[config.mk]
export PLATFORM = sky130hd
export DESIGN_NAME = cke_span_track
export DESIGN_NICKNAME = d
export VERILOG_FILES = /design/src/rtl/core/color_key_span_extractor_core_assert.svh /design/src/rtl/core/cke_pkg.sv /design/src/rtl/core/cke_span_track.sv
export SDC_FILE = /design/constraint.sdc
export NUM_CORES = 1
export LEC_CHECK = 0
export BUFFER_PORTS_ARGS = -buffer_cell sky130_fd_sc_hd__buf_4
export CAP_MARGIN = 0
export CORE_MARGIN = 2
export CORE_UTILIZATION = 45
export CTS_BUF_LIST = sky130_fd_sc_hd__clkbuf_8
export DETAILED_ROUTE_END_ITERATION = 8
export GPL_TIMING_DRIVEN = 0
export PLACE_DENSITY = 0.76
export SYNTH_ARGS = -nofsm -noshare
export SYNTH_HDL_FRONTEND = slang
export SYNTH_SLANG_ARGS = --single-unit
[constraint.sdc]
create_clock -name clk_i -period 4 [get_ports clk_i]
set_input_delay 0.6 -clock clk_i [delete_from_list [all_inputs] [get_ports clk_i]]
set_output_delay 0.6 -clock clk_i [all_outputs]
set_load 0.01 [all_outputs]
[src/rtl/core/color_key_span_extractor_core_assert.svh]
// Assertion macros shared by the color key span extractor RTL.
`ifndef COLOR_KEY_SPAN_EXTRACTOR_CORE_ASSERT_SVH
`define COLOR_KEY_SPAN_EXTRACTOR_CORE_ASSERT_SVH

`ifndef SYNTHESIS
// Property checked on every clock edge outside reset.
`define CKE_ASSERT(label, prop) \
  label: assert property (@(posedge clk_i) disable iff (!rst_ni) (prop)) \
    else $error("cke assertion failed");
// A condition in one cycle implies a consequence in the next.
`define CKE_ASSERT_NEXT(label, ante, cons) \
  label: assert property (@(posedge clk_i) disable iff (!rst_ni) (ante) |=> (cons)) \
    else $error("cke assertion failed");
`else
`define CKE_ASSERT(label, prop)
`define CKE_ASSERT_NEXT(label, ante, cons)
`endif

`endif

[src/rtl/core/cke_pkg.sv]
// Shared types and constants of the color key span extractor.
`timescale 1ns / 1ps

package cke_pkg;

  localparam int MAX_DIM       = 4096;
  localparam int PALETTE_DEPTH = 256;
  localparam int CNT_W         = $clog2(MAX_DIM);
  localparam int DIM_W         = CNT_W + 1;
  localparam int PAL_AW        = $clog2(PALETTE_DEPTH);
  localparam int PIX_W         = 32;
  localparam int KEY_W         = 24;
  localparam int CFG_IDX_W     = 2;

  typedef enum logic [1:0] {
    FMT_PAL8  = 2'd0,
    FMT_RGB16 = 2'd1,
    FMT_RGB24 = 2'd2,
    FMT_RGB32 = 2'd3
  } pixel_format_e;

  typedef enum logic {
    OP_PIXEL     = 1'b0,
    OP_PAL_WRITE = 1'b1
  } op_e;

  typedef enum logic [CFG_IDX_W-1:0] {
    REG_PIXEL_FORMAT = 2'd0,
    REG_KEY_COLOR    = 2'd1,
    REG_IMAGE_WIDTH  = 2'd2,
    REG_IMAGE_HEIGHT = 2'd3
  } cfg_reg_e;

  typedef struct packed {
    pixel_format_e     fmt;
    logic [KEY_W-1:0]  key;
    logic [DIM_W-1:0]  width;
    logic [DIM_W-1:0]  height;
  } cfg_t;

  typedef struct packed {
    logic [CNT_W-1:0] row;
    logic [CNT_W-1:0] left;
    logic [DIM_W-1:0] right;
  } span_t;

endpackage

[src/rtl/core/cke_span_track.sv]
// Opacity test and run tracking: column, row and open-run state.
`timescale 1ns / 1ps

module cke_span_track
  import cke_pkg::*;
(
  input  logic             clk_i,
  input  logic             rst_ni,
  input  cfg_t             cfg_i,
  input  logic             step_i,
  input  logic [PIX_W-1:0] pixel_i,
  input  logic [PIX_W-1:0] pal_data_i,
  output logic             emit_o,
  output span_t            span_o
);

  logic [CNT_W-1:0] col_q, col_d;
  logic [CNT_W-1:0] row_q, row_d;
  logic             run_open_q, run_open_d;
  logic [CNT_W-1:0] start_q, start_d;

  logic [DIM_W-1:0] width_c, height_c;
  logic [KEY_W-1:0] key_rgb;
  logic [15:0]      key16;
  logic             opaque;
  logic [DIM_W-1:0] col_inc, row_inc;
  logic             last;
  logic             close_key, open_now, run_after;
  logic [CNT_W-1:0] start_eff;

  // Dimensions outside 1..MAX_DIM are clamped into range.
  always_comb begin
    width_c = cfg_i.width;
    if (cfg_i.width == '0) begin
      width_c = DIM_W'(1);
    end else if (cfg_i.width > DIM_W'(MAX_DIM)) begin
      width_c = DIM_W'(MAX_DIM);
    end
    height_c = cfg_i.height;
    if (cfg_i.height == '0) begin
      height_c = DIM_W'(1);
    end else if (cfg_i.height > DIM_W'(MAX_DIM)) begin
      height_c = DIM_W'(MAX_DIM);
    end
  end

  // The key register holds BGR with red in the low byte; compare as RGB.
  assign key_rgb = {cfg_i.key[7:0], cfg_i.key[15:8], cfg_i.key[23:16]};
  assign key16   = {key_rgb[23:19], key_rgb[15:10], key_rgb[7:3]};

  always_comb begin
    unique case (cfg_i.fmt)
      FMT_PAL8:  opaque = pal_data_i != {8'h00, key_rgb};
      FMT_RGB16: opaque = pixel_i[15:0] != key16;
      FMT_RGB24: opaque = pixel_i[23:0] != key_rgb;
      FMT_RGB32: opaque = pixel_i != {8'h00, key_rgb};
      default:   opaque = 1'b1;
    endcase
  end

  assign col_inc = {1'b0, col_q} + DIM_W'(1);
  assign row_inc = {1'b0, row_q} + DIM_W'(1);
  // Greater-or-equal so that a counter past a newly shrunk size still wraps.
  assign last    = col_inc >= width_c;

  assign close_key = run_open_q && !opaque;
  assign open_now  = !run_open_q && opaque;
  assign run_after = (run_open_q && opaque) || open_now;
  assign start_eff = open_now ? col_q : start_q;

  assign emit_o = close_key || (last && run_after);

  always_comb begin
    span_o.row = row_q;
    if (close_key) begin
      span_o.left  = start_q;
      span_o.right = {1'b0, col_q};
    end else begin
      span_o.left  = start_eff;
      span_o.right = width_c;
    end
  end

  always_comb begin
    run_open_d = run_after && !last;
    start_d    = start_eff;
    if (last) begin
      col_d = '0;
      row_d = (row_inc >= height_c) ? '0 : row_inc[CNT_W-1:0];
    end else begin
      col_d = col_inc[CNT_W-1:0];
      row_d = row_q;
    end
  end

  always_ff @(posedge clk_i or negedge rst_ni) begin
    if (!rst_ni) begin
      col_q      <= '0;
      row_q      <= '0;
      run_open_q <= 1'b0;
      start_q    <= '0;
    end else if (step_i) begin
      col_q      <= col_d;
      row_q      <= row_d;
      run_open_q <= run_open_d;
      start_q    <= start_d;
    end
  end

endmodule
==> impl_summary.md, run 1 <==
Finish
The layout has 706 filler cells. The area added between synthesis and finish is 38.5%. The library cell used most frequently in the layout, excluding fill and tap cells, is sky130_fd_sc_hd__buf_4. The net count of the finished layout is roughly 730.

The top cell types in the final layout, fill and taps aside, are 155 x sky130_fd_sc_hd__buf_4, 52 x sky130_fd_sc_hd__nand2_1, 36 x sky130_fd_sc_hd__dfrtp_1. For this run, the share of the core covered by cells in the final layout is 0.635. After the flow finishes, the layout carries non-filler instances totaling 685. Of the cells placed in the final design, the portion with a size suffix greater than 1 is 0.338. The total inserted antenna cells is 0.

Min path
The class of the most critical hold timing path is primary input to async pin.

Power and ir drop
The sequential share of power is 0.328. The power per standard cell area is 327 mW/mm². The leakage power figure is about 2.6 nW. The maximum resistive drop on vdd is between 150 and 200 µV. The combinational fraction of design power is 0.524.

Of the total power, the share spent switching nets is 0.393. The share of total power dissipated in the clock network is 0.148. The net load switching power is 0.660 mW. Internal power comes to 1.02 mW.

The design draws roughly 1.7 mW.

Floorplanning
The die is 94.8 µm wide. From bottom edge to top edge, the die measures 94.8 µm. The floorplan step defined a core boundary enclosing around 0.0081 mm². The site row count is 33.

The I/O pin count is approximately 160. The die covers between 0.008 and 0.009 mm². The initial utilization of the core area, before any placement, comes to 0.458.

Yosys
The compound-gate portion of the synthesized area was 0.166. The post-synthesis instance total is 419. The proportion of synthesized chip area in sequential cells is 0.250.

The number of distinct library cells after synthesis is 52. The flop and latch count out of synthesis is 37. Of the total synthesized cell area, the portion taken by XOR and XNOR cells is 0.135. During synthesis, Yosys emitted a total of 0 warnings.

The combinational family with the most area after synthesis is simple AND/OR/NAND/NOR gates. Of the total synthesized cell area, the portion taken by AND, OR, NAND and NOR gates is 0.175. The synthesized design contains 0 enable-type register cells. Of the total synthesized cell area, the portion taken by full adders, half adders and majority gates is 0.0945. The main flop type after synthesis is sky130_fd_sc_hd__dfrtp_1. The total nets after synthesis is 566. The synthesized netlist occupies a cell area of 0.00371 mm². Counting flops with an async set or reset pin after synthesis yields a share of 1.00. A synthesized cell averages 8.85 µm². Of the post-synthesis cell area, the part taken by muxes is 0.134.

Drt
The number of iterations in the first detailed-routing pass is 6. The detailed-route wire length per cell is 15.6 µm. Once detail routing completed, the nets flagged for antenna violations numbered 0. The total wire length after detailed routing is approximately 11,000 µm.

The total vias in the final route is 3,807. After detailed routing, the number of remaining DRC violations is 0. The initial DRC count is 149. Dividing the detail-routed via count by the number of cells gives between 5 and 6.

Timing
The number of endpoints failing setup at the final stage is 0. The final clock period utilization by the worst path is 0.959. The highest achievable clock rate is around 260 MHz. The slew of the pin with the lowest slew margin is between 600 and 700 ps. The worst pin sits at a relative slew slack of 0.559. The max-slew violation total from the final report came to 0. The final worst setup slack is approximately 170 ps.

The hold violation count in the final report was 0. The largest clock skew in the final design is around 6.5 ps. Setup repair after global routing left no endpoint under its margin.

For the finished layout, the period the worst path requires is 3830 ps.

GRT
The number of global-route vias before repair was 3,844. Summed over all layers, the global routing overflow is 0. The first global-routing pass estimated 17,100 µm of wire. The initial antenna violation count is 0. For this run, the total global-route usage over all layers was measured as 0.240. The maximum number of pins on one net before global-route repair is 38.

Critical path
The category of the most critical setup path is flip-flop to primary output. In this run the worst path has a maximum fanout of 8. The worst register-to-register path begins at row_q[0].

The number of cell instances on the worst register-to-register path is 14. The worst setup path is launched from a flip-flop. The required time of the critical path is 3400 ps.

The signal arrival time at the worst endpoint is 3230 ps. The setup check on the worst reg-to-reg path leaves a slack of 400 ps. The kind of capture point of the worst setup path is a primary output. The endpoint identified for the worst register-to-register timing path is row_q[2].

Clocking
Clock tree synthesis selected as its root buffer the cell sky130_fd_sc_hd__clkbuf_8. After clock tree synthesis, the clock-pin slew on the worst setup and hold paths is around 70 ps. In this run, CTS created clock tree buffers numbering 5. The H-tree level count is 2. At the later pin of the worst-skew pair, clock insertion delay measures between 200 and 300 ps. The total number of clock tree sinks is 37. TritonCTS built the clock tree. The longest clock path from root to sink contains 2 buffers.

Run status
The run finished with clean final reports.

Run
The reported max-cap violation count is 0.

Placed design
Detailed placement finished with a half-perimeter wire length of 8940 µm. At the end of routability-driven placement, the weighted congestion stood at 0.919. The instance count after placement with tap cells included is 678. The number of port buffers is 154. Before CTS, the worst setup slack after placement is -124 ps.
[registers in the layout (all words and copies together) (netlist names)]
signal	count
col_q	12
row_q	12
run_open_q	1
start_q	12
[final cells by class]
type,instances,area [µm²],area share
Multi-Input combinational cell,348,2670,0.520
Timing Repair Buffer,154,1160,0.225
Sequential cell,37,927,0.181
Tap cell,105,131,0.0256
Buffer,15,101,0.0197
Clock buffer,5,68.8,0.0134
Inverter,18,67.6,0.0132
Clock inverter,3,13.8,0.00268
[repair_timing]
item / 4_1_cts / 5_1_grt
setup endpoints to repair: 11 / 1
resized for setup: 4 / 7
hold buffers: 0 / 0
buffers inserted: 0 / 0
gates cloned: 0 / 0
endpoints found under the hold margin: 0 / 0
pin swaps: 1 / 1
[power by group through the flow]
stage / logic (mW) / registers, mW / clock network, mW
floorplan: 0.525 / 0.532 / 0
global placement: 0.838 / 0.541 / 0
detailed placement: 0.867 / 0.545 / 0
CTS: 0.874 / 0.539 / 0.255
global route: 0.966 / 0.564 / 0.267
finish: 0.879 / 0.551 / 0.249
[worst max-delay path, cell delays in order, from the launching register on]
cell and delay [ps]:
sky130_fd_sc_hd__dfrtp_2 470, sky130_fd_sc_hd__ha_2 260, sky130_fd_sc_hd__nand3_2 130, sky130_fd_sc_hd__nor4_4 350, sky130_fd_sc_hd__nand3_1 170, sky130_fd_sc_hd__xnor2_2 200
sky130_fd_sc_hd__ha_1 270, sky130_fd_sc_hd__a21o_1 180, sky130_fd_sc_hd__a21o_1 200, sky130_fd_sc_hd__a211oi_2 280, sky130_fd_sc_hd__a21oi_2 140, sky130_fd_sc_hd__nand2b_1 90
sky130_fd_sc_hd__nand2_1 60, sky130_fd_sc_hd__buf_4 150
[kinds of logic (layout without fill, tap and decap cells)]
logic type / Yosys count / after routing
DFF: 37 / 37
xor gates and xnor gates: 57 / 57
and+or+nand+nor: 131 / 131
buffers and inverters: 34 / 195
AOI/OAI and AO/OA: 87 / 87
muxes: 45 / 45
adders and majority gates: 28 / 28
[metal layers]
metal | vias up | track usage | part of all wire
li1 | 1843 | - | -
met1 | 1789 | 0.270 | 0.39
met2 | 152 | 0.439 | 0.52
met3 | 23 | 0.0479 | 0.065
met4 | 0 | 0.0990 | 0.027
met5 | - | 0 | 0
[stage by stage]
step	instance area [µm²]	TNS, ps	hold slack (ps)
after floorplan	3710	0	304
after CTS	5100	0	273
after detailed placement	5000	-436	494
final	5130	0	258
after global placement	5000	-53.9	484
after global routing	5130	0	288
[worst max path at each step]
| stage | from | endpoint | slack, ps |
|---|---|---|---|
| 5_1_grt | col_q[0] | emit_o | 10 |
| 6_report | col_q[0] | emit_o | 170 |
| 3_5_place_dp | col_q[0] | emit_o | -120 |
| 2_1_floorplan | col_q[0] | emit_o | 540 |
| 4_1_cts | col_q[0] | emit_o | 30 |
| 3_3_place_gp | col_q[0] | emit_o | -50 |
[synthesized netlist by cell type (2+ instances only)]
cell,n,area share
sky130_fd_sc_hd__o2bb2ai_1,2,0.0047
sky130_fd_sc_hd__ha_1,28,0.094
sky130_fd_sc_hd__a21oi_1,10,0.013
sky130_fd_sc_hd__nor2_1,15,0.015
sky130_fd_sc_hd__a22o_1,15,0.035
sky130_fd_sc_hd__dfrtp_1,37,0.25
sky130_fd_sc_hd__a31oi_1,2,0.0034
sky130_fd_sc_hd__nor3_1,5,0.0067
sky130_fd_sc_hd__clkbuf_1,9,0.0091
sky130_fd_sc_hd__xnor2_1,28,0.066
sky130_fd_sc_hd__mux2_2,5,0.015
sky130_fd_sc_hd__inv_1,18,0.018
sky130_fd_sc_hd__o211ai_1,3,0.0061
sky130_fd_sc_hd__nand2_1,52,0.053
sky130_fd_sc_hd__a21o_1,6,0.012
sky130_fd_sc_hd__and3_1,5,0.0084
sky130_fd_sc_hd__mux2i_1,32,0.086
sky130_fd_sc_hd__o21bai_1,3,0.0061
sky130_fd_sc_hd__nor4_1,15,0.025
sky130_fd_sc_hd__nand4_1,6,0.010
sky130_fd_sc_hd__o22ai_1,6,0.010
sky130_fd_sc_hd__and2_1,3,0.0051
sky130_fd_sc_hd__o21ai_0,24,0.032
sky130_fd_sc_hd__nand3_1,13,0.018
sky130_fd_sc_hd__buf_2,2,0.0027
sky130_fd_sc_hd__nand2b_1,6,0.010
sky130_fd_sc_hd__mux2_4,8,0.032
sky130_fd_sc_hd__nor2b_1,4,0.0067
sky130_fd_sc_hd__buf_6,3,0.0091
sky130_fd_sc_hd__a211oi_1,4,0.0081
sky130_fd_sc_hd__xor2_1,29,0.068
Power figures use the tool's default switching activity.
==> inputs of run 2 (changes only) <==
--- a/config.mk
+++ b/config.mk
@@ -12,7 +12,7 @@
 export CTS_BUF_LIST = sky130_fd_sc_hd__clkbuf_8
 export DETAILED_ROUTE_END_ITERATION = 8
 export GPL_TIMING_DRIVEN = 0
-export PLACE_DENSITY = 0.76
+export PLACE_DENSITY_LB_ADDON = 0.12
 export SYNTH_ARGS = -nofsm -noshare
 export SYNTH_HDL_FRONTEND = slang
 export SYNTH_SLANG_ARGS = --single-unit
==> constraint.sdc (replaced) <==
create_clock -name clk_i -period 3.4 [get_ports clk_i]
set_input_delay 0.85 -clock clk_i [delete_from_list [all_inputs] [get_ports clk_i]]
set_output_delay 0.85 -clock clk_i [all_outputs]
set_load 0.01 [all_outputs]
==> impl_summary.md, run 2 (synthesized netlist as in run 1, its figures left out) <==
Critical path
The capture point of the worst reg-to-reg path is col_q[5]. For the worst setup path, the data arrival time is 3010 ps. The startpoint kind of the worst setup timing path is a primary input. The reg-to-reg critical path startpoint is col_q[0]. The cell repeated most along the worst path is sky130_fd_sc_hd__buf_12. The required time of the critical path is approximately 2600 ps. The worst register-to-register path has a depth of 14. The delay of the slowest cell on the worst path is 540 ps. The slowest stage of the critical path belongs to the cell sky130_fd_sc_hd__or4_4. Traced cell by cell, the critical path runs through buf_8 > buf_12 > buf_12 > mux2i_1 > xor2_1 > o2111ai_1 > or4_4 > o21ai_4 > nand2_4 > clkbuf_16 > mux2i_4 > buf_6. The worst setup path is of the primary input to primary output kind. The worst setup path is captured at a primary output. In this run the worst path has a maximum fanout of 7. For flop-to-flop paths, the worst setup slack is 120 ps.

Placed design
In this run the tool buffered the top-level ports with 154 buffer cells. Once detailed placement completed, the half-perimeter wirelength came to slightly above 9000 µm. The final weighted congestion of routability-driven global placement is 0.917.

The post-place setup slack is -852 ps. The placed cell area is 0.00526 mm².

Floorplanning
For this configuration, the core starts out at a cell density of 0.458. Measured along the x axis, the die boundary spans 94.8 µm. In this run the count of I/O pins placed on the die edge is 157. The floorplan step set the die height to between 90 and 100 µm. The total area inside the core boundary comes to 0.00809 mm².

The die covers 0.00898 mm². The site row count is 33.

Power and ir drop
Of the total power, the clock network draws 0.164. Of the total power, registers draw 0.274. Summed over all nets, the switching power comes to ~0.93 mW. The share of total power dissipated in combinational logic is 0.562. The maximum resistive drop on vdd is between 400 and 500 µV. The switching power share of the total is 0.384. The power per standard cell area is 407 mW/mm². The leakage power figure is 2.93 nW. The internal cell power is roughly 1.5 mW.

Timing
The largest clock skew in the final design is 10.0 ps. Setup repair after global routing could not meet its margin everywhere. The hold violation count in the final report came to 0. The max-slew violation total from the final report is 0. The final worst setup slack is -465 ps. The final clock period utilization by the worst path is 1.14. The number of endpoints failing setup at the final stage is 26. Timing would allow up to 259 MHz. The worst pin sits at a relative slew slack of 0.670.

The minimum clock period is 3860 ps. The slew of the pin with the lowest slew margin is 495 ps.

Drt
The initial DRC count is about 110. The detail route stage leaves a number of antenna-violating nets equal to 0. After detailed routing, the average wire length per cell comes to 17.0 µm. The total wire length after detailed routing is roughly 12,000 µm. The number of iterations in the first detailed-routing pass is 4. The average via count per standard cell is 5.55.

After detailed routing, the number of remaining DRC violations is 0. For this block, the via count after detailed routing is 3,938.

Min path
The class of the most critical hold timing path is primary input to async pin.

GRT
The initial antenna violation count is 0. The number of global-route vias before repair is between 4,000 and 5,000. The overall global routing resource usage is 0.268.

Entering global routing, the biggest net connects 38 pins. The wire length of the first global-routing pass is between 15,000 and 20,000 µm. The global-route congestion overflow total is 0.

Clocking
After clock tree synthesis, the clock-pin slew on the worst setup and hold paths is 80 ps. The cell at the root of the clock tree is sky130_fd_sc_hd__clkbuf_8. Buffers inserted during clock tree synthesis total 5. The maximum buffer depth of the clock tree is 2. The total number of clock tree sinks is 37. The clock latency reported for the late side of the worst-skew pair is 290 ps.

In this run, post-CTS hold repair placed 0 buffers. The CTS tree is done. The clock tree synthesis step divided the H-tree into 2 levels.

Finish
Summing all non-filler instances in the final layout gives an area of around 0.0060 mm². The area growth from synthesis to layout is 60.5%. Leaving out fill and tap cells, the most frequent cells in the layout are 154 x sky130_fd_sc_hd__buf_4, 41 x sky130_fd_sc_hd__nand2_1, 31 x sky130_fd_sc_hd__dfrtp_1. The final core utilization is 0.736. The largest registers in the layout are col_q: 12 flops, row_q: 12 flops, start_q: 12 flops.

The net count reported at finish is 750. The total inserted antenna cells is 0. The share of layout cells above drive strength 1 is 0.459. The library cell used most frequently in the layout, excluding fill and tap cells, is sky130_fd_sc_hd__buf_4.

Run
The reported max-cap violation count is 0.

Run status
The checks that failed: negative setup slack. The flow ran to the end, but the final reports show violations.
run 2: changes by cell type in the layout (fill, tap and decap cells not counted), sizes merged:
cell / before / now
buf: 161 / 184
clkbuf: 13 / 15
bufinv: 0 / 1
clkinv: 2 / 0
run 2: through the flow:
stage	hold slack [ps]	instances	TNS, ps	total power [mW]
after floorplan	473	419	-4010	1.33
after global placement	489	678	-18740	1.71
after detailed placement	496	678	-22030	1.75
after CTS	513	702	-10690	2.32
after global routing	547	709	-13820	2.57
final	508	709	-10880	2.43
run 2: final cells by class:
type	count	area, µm²
well taps	105	131
fillers	630	2140
clock inverters	2	33.8
repair buffers	178	1500
flip-flops and latches	37	933
multi-input cells	348	3020
inverters	18	67.6
clock buffers	6	82.6
plain buffers	15	178
run 2: how the worst max path moves through the flow:
| stage | startpoint | endpoint | slack, ps | cells after the start |
|---|---|---|---|---|
| final | cfg_i[51] | span_o[8] | -460 | 12 |
| after global routing | cfg_i[14] | emit_o | -630 | 13 |
| after CTS | col_q[3] | emit_o | -500 | 12 |
| after detailed placement | col_q[2] | emit_o | -850 | 13 |
| after global placement | col_q[2] | emit_o | -750 | 13 |
| after floorplan | cfg_i[51] | span_o[10] | -210 | 11 |
run 2: layer usage:
layer | GRT usage | up-vias | part of all wire
li1 | - | 1897 | -
met1 | 0.303 | 1866 | 0.39
met2 | 0.512 | 149 | 0.53
met3 | 0.0399 | 26 | 0.052
met4 | 0.0821 | 0 | 0.023
met5 | 0 | - | 0
run 2: repair_timing:
action / CTS / global route
cloned: 3 / 1
setup buffers: 14 / 6
gates resized for setup: 49 / 30
setup endpoints to repair: 51 / 43
pin swaps: 11 / 9
run 2: power groups by stage:
stage | Sequential, mW | Clock (mW) | Combinational (mW)
after floorplan | 0.632 | 0 | 0.696
after global placement | 0.641 | 0 | 1.07
after detailed placement | 0.650 | 0 | 1.10
after CTS | 0.643 | 0.399 | 1.28
after global routing | 0.679 | 0.419 | 1.47
final | 0.665 | 0.397 | 1.36
run 2: critical path: cells and delay by family:
| family | cells | cell delay (ps) |
|---|---|---|
| and+or+nand+nor | 2 | 650 |
| muxes | 2 | 350 |
| AOI/OAI and AO/OA | 2 | 310 |
| xor gates and xnor gates | 1 | 170 |
| buffers and inverters | 5 | 680 |
